`config.mk`:
```
export PLATFORM = sky130hd
export DESIGN_NAME = bthm_fifo
export DESIGN_NICKNAME = d
export VERILOG_FILES = /design/src/rtl/blocked_thread_hang_monitor_macros.svh /design/src/rtl/bthm_pkg.sv /design/src/rtl/bthm_fifo.sv
export SDC_FILE = /design/constraint.sdc
export NUM_CORES = 1
export LEC_CHECK = 0
export CELL_PAD_IN_SITES_DETAIL_PLACEMENT = 1
export CELL_PAD_IN_SITES_GLOBAL_PLACEMENT = 2
export CORE_ASPECT_RATIO = 0.9
export CORE_MARGIN = 3
export CORE_UTILIZATION = 46
export CTS_CLUSTER_DIAMETER = 200
export DETAILED_ROUTE_END_ITERATION = 8
export DONT_BUFFER_PORTS = 1
export PLACE_DENSITY_LB_ADDON = 0.1
export REMOVE_ABC_BUFFERS = 1
export SLEW_MARGIN = 20
export SYNTH_ARGS = -nofsm -noshare
export SYNTH_HDL_FRONTEND = slang
export SYNTH_SLANG_ARGS = --single-unit
```
`constraint.sdc`:
```
create_clock -name clk -period 8 [get_ports clk]
set_input_delay 1.2 -clock clk [delete_from_list [all_inputs] [get_ports clk]]
set_output_delay 1.2 -clock clk [all_outputs]
set_load 0.05 [all_outputs]
```
`src/rtl/blocked_thread_hang_monitor_macros.svh`:
```
// Assertion macros used by the hang monitor back end.
`ifndef BLOCKED_THREAD_HANG_MONITOR_MACROS_SVH
`define BLOCKED_THREAD_HANG_MONITOR_MACROS_SVH

// Condition implies check in the same cycle.
`define BTHM_ASSERT_IMPL(label, clk, rst_n, pre, post) \
	label: assert property (@(posedge clk) disable iff (!rst_n) (pre) |-> (post)) \
		else $error("hang monitor check failed");

// Condition implies check in the following cycle.
`define BTHM_ASSERT_NEXT(label, clk, rst_n, pre, post) \
	label: assert property (@(posedge clk) disable iff (!rst_n) (pre) |=> (post)) \
		else $error("hang monitor check failed");

`endif

```
`src/rtl/bthm_pkg.sv`:
```
// Types, codes and sizes shared by the hang monitor modules.
`timescale 1ns / 1ps

package bthm_pkg;

	// Table size and derived widths
	localparam int ENTRIES = 32;
	localparam int IDX_W   = (ENTRIES > 1) ? $clog2(ENTRIES) : 1;
	localparam int CNT_W   = $clog2(ENTRIES + 1);

	// Queue between front and back
	localparam int QDEPTH  = 2;
	localparam int QPTR_W  = $clog2(QDEPTH);
	localparam int QCNT_W  = $clog2(QDEPTH + 1);

	localparam logic [30:0] HANG_LIMIT_RESET = 31'd60000;
	localparam logic [5:0]  SWEPT_MAX        = 6'd63;

	// Request kinds
	localparam logic [1:0] KIND_AUDIT_START = 2'd0;
	localparam logic [1:0] KIND_OBSERVE     = 2'd1;
	localparam logic [1:0] KIND_AUDIT_END   = 2'd2;

	// Result status codes
	localparam logic [3:0] ST_NONE      = 4'd0;
	localparam logic [3:0] ST_ADDED     = 4'd1;
	localparam logic [3:0] ST_REFRESHED = 4'd2;
	localparam logic [3:0] ST_WARNING   = 4'd3;
	localparam logic [3:0] ST_HANG      = 4'd4;
	localparam logic [3:0] ST_REMOVED   = 4'd5;
	localparam logic [3:0] ST_FULL      = 4'd6;
	localparam logic [3:0] ST_LATCHED   = 4'd7;
	localparam logic [3:0] ST_REPLACED  = 4'd8;

	// Operation decided by the front end
	typedef enum logic [2:0] {
		OP_AUDIT_START,
		OP_AUDIT_END,
		OP_OBS_BLOCKED,
		OP_OBS_CLEAR,
		OP_IGNORE
	} op_t;

	typedef struct packed {
		logic [1:0]  kind;
		logic [21:0] worker_id;
		logic        uninterruptible;
		logic [62:0] block_stamp;
		logic [31:0] now_ms;
	} bthm_in_t;

	typedef struct packed {
		logic [3:0]  status;
		logic [31:0] blocked_ms;
		logic        hang_latched;
		logic [5:0]  swept_count;
	} bthm_out_t;

	// Classified request as it travels through the queue
	typedef struct packed {
		op_t         op;
		logic [21:0] worker_id;
		logic [62:0] block_stamp;
		logic [31:0] now_ms;
	} bthm_item_t;

endpackage

```
`src/rtl/bthm_fifo.sv`:
```
// Short queue of classified requests between front and back.
`timescale 1ns / 1ps

module bthm_fifo import bthm_pkg::*; (
	input  logic       clk,
	input  logic       arst_n,
	input  logic       push_valid,
	output logic       push_ready,
	input  bthm_item_t push_data,
	output logic       pop_valid,
	input  logic       pop_ready,
	output bthm_item_t pop_data
);

	bthm_item_t        slot_q [QDEPTH];
	logic [QPTR_W-1:0] wr_ptr_q;
	logic [QPTR_W-1:0] rd_ptr_q;
	logic [QCNT_W-1:0] count_q;
	logic              push;
	logic              pop;

	assign push_ready = (count_q != QCNT_W'(QDEPTH));
	assign pop_valid  = (count_q != '0);
	assign push       = push_valid && push_ready;
	assign pop        = pop_valid && pop_ready;
	assign pop_data   = slot_q[rd_ptr_q];

	// Pointers and fill level
	always_ff @(posedge clk or negedge arst_n) begin
		if (!arst_n) begin
			wr_ptr_q <= '0;
			rd_ptr_q <= '0;
			count_q  <= '0;
		end else begin
			if (push) wr_ptr_q <= wr_ptr_q + 1'b1;
			if (pop)  rd_ptr_q <= rd_ptr_q + 1'b1;
			if (push && !pop)      count_q <= count_q + 1'b1;
			else if (pop && !push) count_q <= count_q - 1'b1;
		end
	end

	always_ff @(posedge clk) begin
		if (push) begin
			slot_q[wr_ptr_q] <= push_data;
		end
	end

endmodule

```
Yosys cells after proc, flatten, opt, wreduce, memory -nomap -nowiden

Memories as Yosys holds them, arrays and structs flattened.
Cells that the tools add are included.

Add/subtract/negate cells: 4
Eq/ne operators: 1
Muxes and demuxes: 4
Reductions and logical operators: 8

Operators by type and width:

| cell                  | count |
|---|---|
| $logic_and A1 B1 Y1   | 4 |
| $mux W2               | 2 |
| $reduce_bool A2 Y1    | 2 |
| $add A1 B1 Y1 const B | 2 |
| $add A2 B1 Y2 const B | 1 |
| $logic_not A1 Y1      | 2 |
| $mux W1               | 2 |
| $ne A2 B2 Y1 const B  | 1 |
| $sub A2 B1 Y2 const B | 1 |

Flip-flop bits (word level): 4
Bits in writable memories: 240
Bits of input ports: 124
Output and inout port bits: 122
Memories: 1

Memories:

| memory | depth | bits a word | rd ports | clocked after Yosys merged registers in | write ports | line            | text |
|---|---|---|---|---|---|---|---|
| slot_q | 2     | 120         | 1        | 0                                       | 1           | bthm_fifo.sv:15 | `bthm_item_t slot_q [QDEPTH];` |

Logic depth before layout (Yosys ltp)

Depth in word-level cells: 6
Depth in mapped cells: 7

Worst setup path before layout

Ideal clock, no wire load.

Kind: in2reg
Start: input port push_valid
End: memory slot_q[0][0] in the netlist's numbering, enable pin
Setup time: 0.601 ns
Data arrival time: 6.302 ns
Data required time: 7.399 ns
Setup slack: 1.097 ns
Stages: 2
Cell sequence: nand2_1 nor2_1

Word-level cells in the longest chain between the ends: 3

RTL lines:

| what                          | line            | text |
|---|---|---|
| start: declaration            | bthm_fifo.sv:7  | `input logic push_valid,` |
| $logic_and A1 B1 Y1           | bthm_fifo.sv:24 | `assign push = push_valid && push_ready;` |
| $mux W1                       | bthm_fifo.sv:43 | `if (push) begin` |
| $mux W1 (not written as such) | bthm_fifo.sv:44 | `slot_q[wr_ptr_q] <= push_data;` |
| end: declaration              | bthm_fifo.sv:15 |  |

Every way passes these cells.

==> results.yml <==
yosys:
  synthArstFlopShare: 0.0164
  ys_types: 15
  synth_area_um2: 8880
  syn-mean-instance-area_um2: 22.7
  ys.flop_type: "edfxtp_1"
  seq_area_frac_synth: 0.823
  yosysWarningCount: 0
  synth_edf_count: 240
  synth_seq_cells: 244
  synth_cells: 391
global_routing:
  grt_max_degree: 75
  antenna_found_initial: 0
  grt_pass1_wl_mm: 24.1
  grt_overflow: 0
  grt_use_total: 0.151
  grt_pass1_vias: 3930
critical_path:
  worstPathCellList: "buf_4 > mux2_2"
  cp_num_buf_inv: 1
  cp-end-kind: "primary output"
  slowest_delay_ns: 0.94
  required_ns: 6.80
  critPathLaunchType: "flip-flop"
  cpMaxStageDelayCell: "dfrtp_4"
  cp.arrival_ns: 2.85
  criticalPathCategory: "flip-flop to primary output"
  cp_top_family: "flip-flops"
  cp_max_fo: 62
drt:
  avgViaCountPerCell: 5.32
  wirelength_mm: 16.4
  drtIter0Drc: 198
  antenna_left: 0
  num_vias: 3559
  drc: 0
  drtPass1Iterations: 4
  wl_per_cell_um: 24.5
clocking:
  cts_tree: "yes"
  cts_buffers: 24
  cts_setup_buffers: 0
  cts_max_path_buffers: 3
  htreeDepth: 1
  clk_pin_slew_worst_paths_ns: 0.06
  cts-resized-gates: 0
  clk_latency_ns: 0.50
  cts.sinks: 244
  clock-root-buffer: "clkbuf_16"
  hold_buffers: 0
outcome:
  status: "complete, no violations"
floorplanning:
  design.die.area_um2: 21000
  die_height_um: 138
  num_rows: 47
  die_x_um: 152
  ios: 246
  core_area_um2: 18600
  start_util: 0.476
timing:
  worstMarginPinSlew_ns: 0.992
  relSlewSlack: 0.339
  min_period_ns: 4.05
  skew_ns: 0.00680
  min_period_over_period: 0.506
  slew_violations: 0
  rsz0062_at_grt: "no"
  fmax_mhz: 247
  hold_slack_ns: 0.392
  setup_viol: 0
  fin_tns_setup_ns: 0
  hold_viol_final: 0
flow_run:
  max-cap-violations: 0
min_path:
  hold_class: "input pin to asynchronous set/reset pin"
finish:
  final_common_cell: "edfxtp_1"
  n_antenna_cell: 0
  final_cell_mix: "edfxtp_1, mux2_2, clkbuf_16"
  final-instance-count-excl-fill: 669
  syn_to_final_growth_pct: 11.0
  fillers: 1573
  drive_above_1_share: 0.387
  fin_area_um2: 9850
  nets: 533
place:
  place_congestion: 0.689
  placed_cell_area_um2: 9100
  io_buffers: 0
  dp.cells: 627
  hpwlAfterDp_mm: 10.9
-- synth_stat cells (2+ instances only) --
cell	number	area (µm²)
xor2_1	2	17.5
edfxtp_1	240	7210
buf_6	9	101
buf_2	3	15.0
mux2_2	120	1350
nor2_1	2	7.51
xnor2_1	3	26.3
dfrtp_1	4	100
nand2_1	2	7.51
-- final cells by class --
cell class | instances | area [µm²] | share of cell area
clock buffer | 29 | 651 | 0.0660
clock inverter | 13 | 95.1 | 0.00965
inverter | 1 | 3.75 | 0.000381
multi-input combinational | 133 | 1450 | 0.148
sequential | 244 | 7310 | 0.742
tap | 245 | 307 | 0.0311
timing repair buffer | 4 | 30.0 | 0.00305
-- sequential cells by signal, indices dropped and copies added (netlist names) --
name      count
slot_q      240
count_q       2
wr_ptr_q      1
rd_ptr_q      1
-- through the flow --
stage / utilization / setup WS, ns
6_report: 0.528 / 3.95
5_1_grt: 0.528 / 3.74
4_1_cts: 0.528 / 3.87
3_5_place_dp: 0.488 / 4.43
3_3_place_gp: 0.488 / 4.45
2_1_floorplan: - / 1.10
-- worst reg2reg max path, cell delays in order, from the launching register on --
cell      delay [ns]
dfrtp_1         0.40
nand2b_1        0.51
and3_4          0.74
buf_4           0.88
-- layer usage --
layer	global-route usage	part of all wire	vias up
met4	0.0421	0.024	0
met1	0.172	0.35	1785
li1	-	-	1581
met2	0.246	0.49	167
met5	0	0	-
met3	0.0886	0.13	26
-- worst paths after layout --
| path | from | endpoint | slack (ns) | depth (start not counted) |
|---|---|---|---|---|
| setup / recovery | rd_ptr_q$_DFFE_PN0P_ | pop_data[96] | 3.95 | 2 |
| hold / removal | arst_n | rd_ptr_q$_DFFE_PN0P_ | 0.39 | 0 |
| setup reg to reg | count_q[0]$_DFFE_PN0P_ | slot_q[1][14]$_DFFE_PP_ | 5.02 | 3 |
| hold reg to reg | count_q[1]$_DFFE_PN0P_ | count_q[1]$_DFFE_PN0P_ | 0.49 | 1 |
| max in group asynchronous | arst_n | rd_ptr_q$_DFFE_PN0P_ | 7.53 | 0 |
| min in group clk | count_q[1]$_DFFE_PN0P_ | count_q[1]$_DFFE_PN0P_ | 0.49 | 1 |
-- cells by family after synthesis --
group	Yosys count	synth area share
flip-flops	244	0.823
XOR/XNOR	5	0.00493
adder cells (fa/ha/maj)	1	0.00141
multiplexers	120	0.152
buffers and inverters	14	0.0144
AND/OR/NAND/NOR	7	0.00381
Power is left out: the tool's default activity adds up to more than one toggle a clock period on the data nets, which glitch-free logic cannot reach.
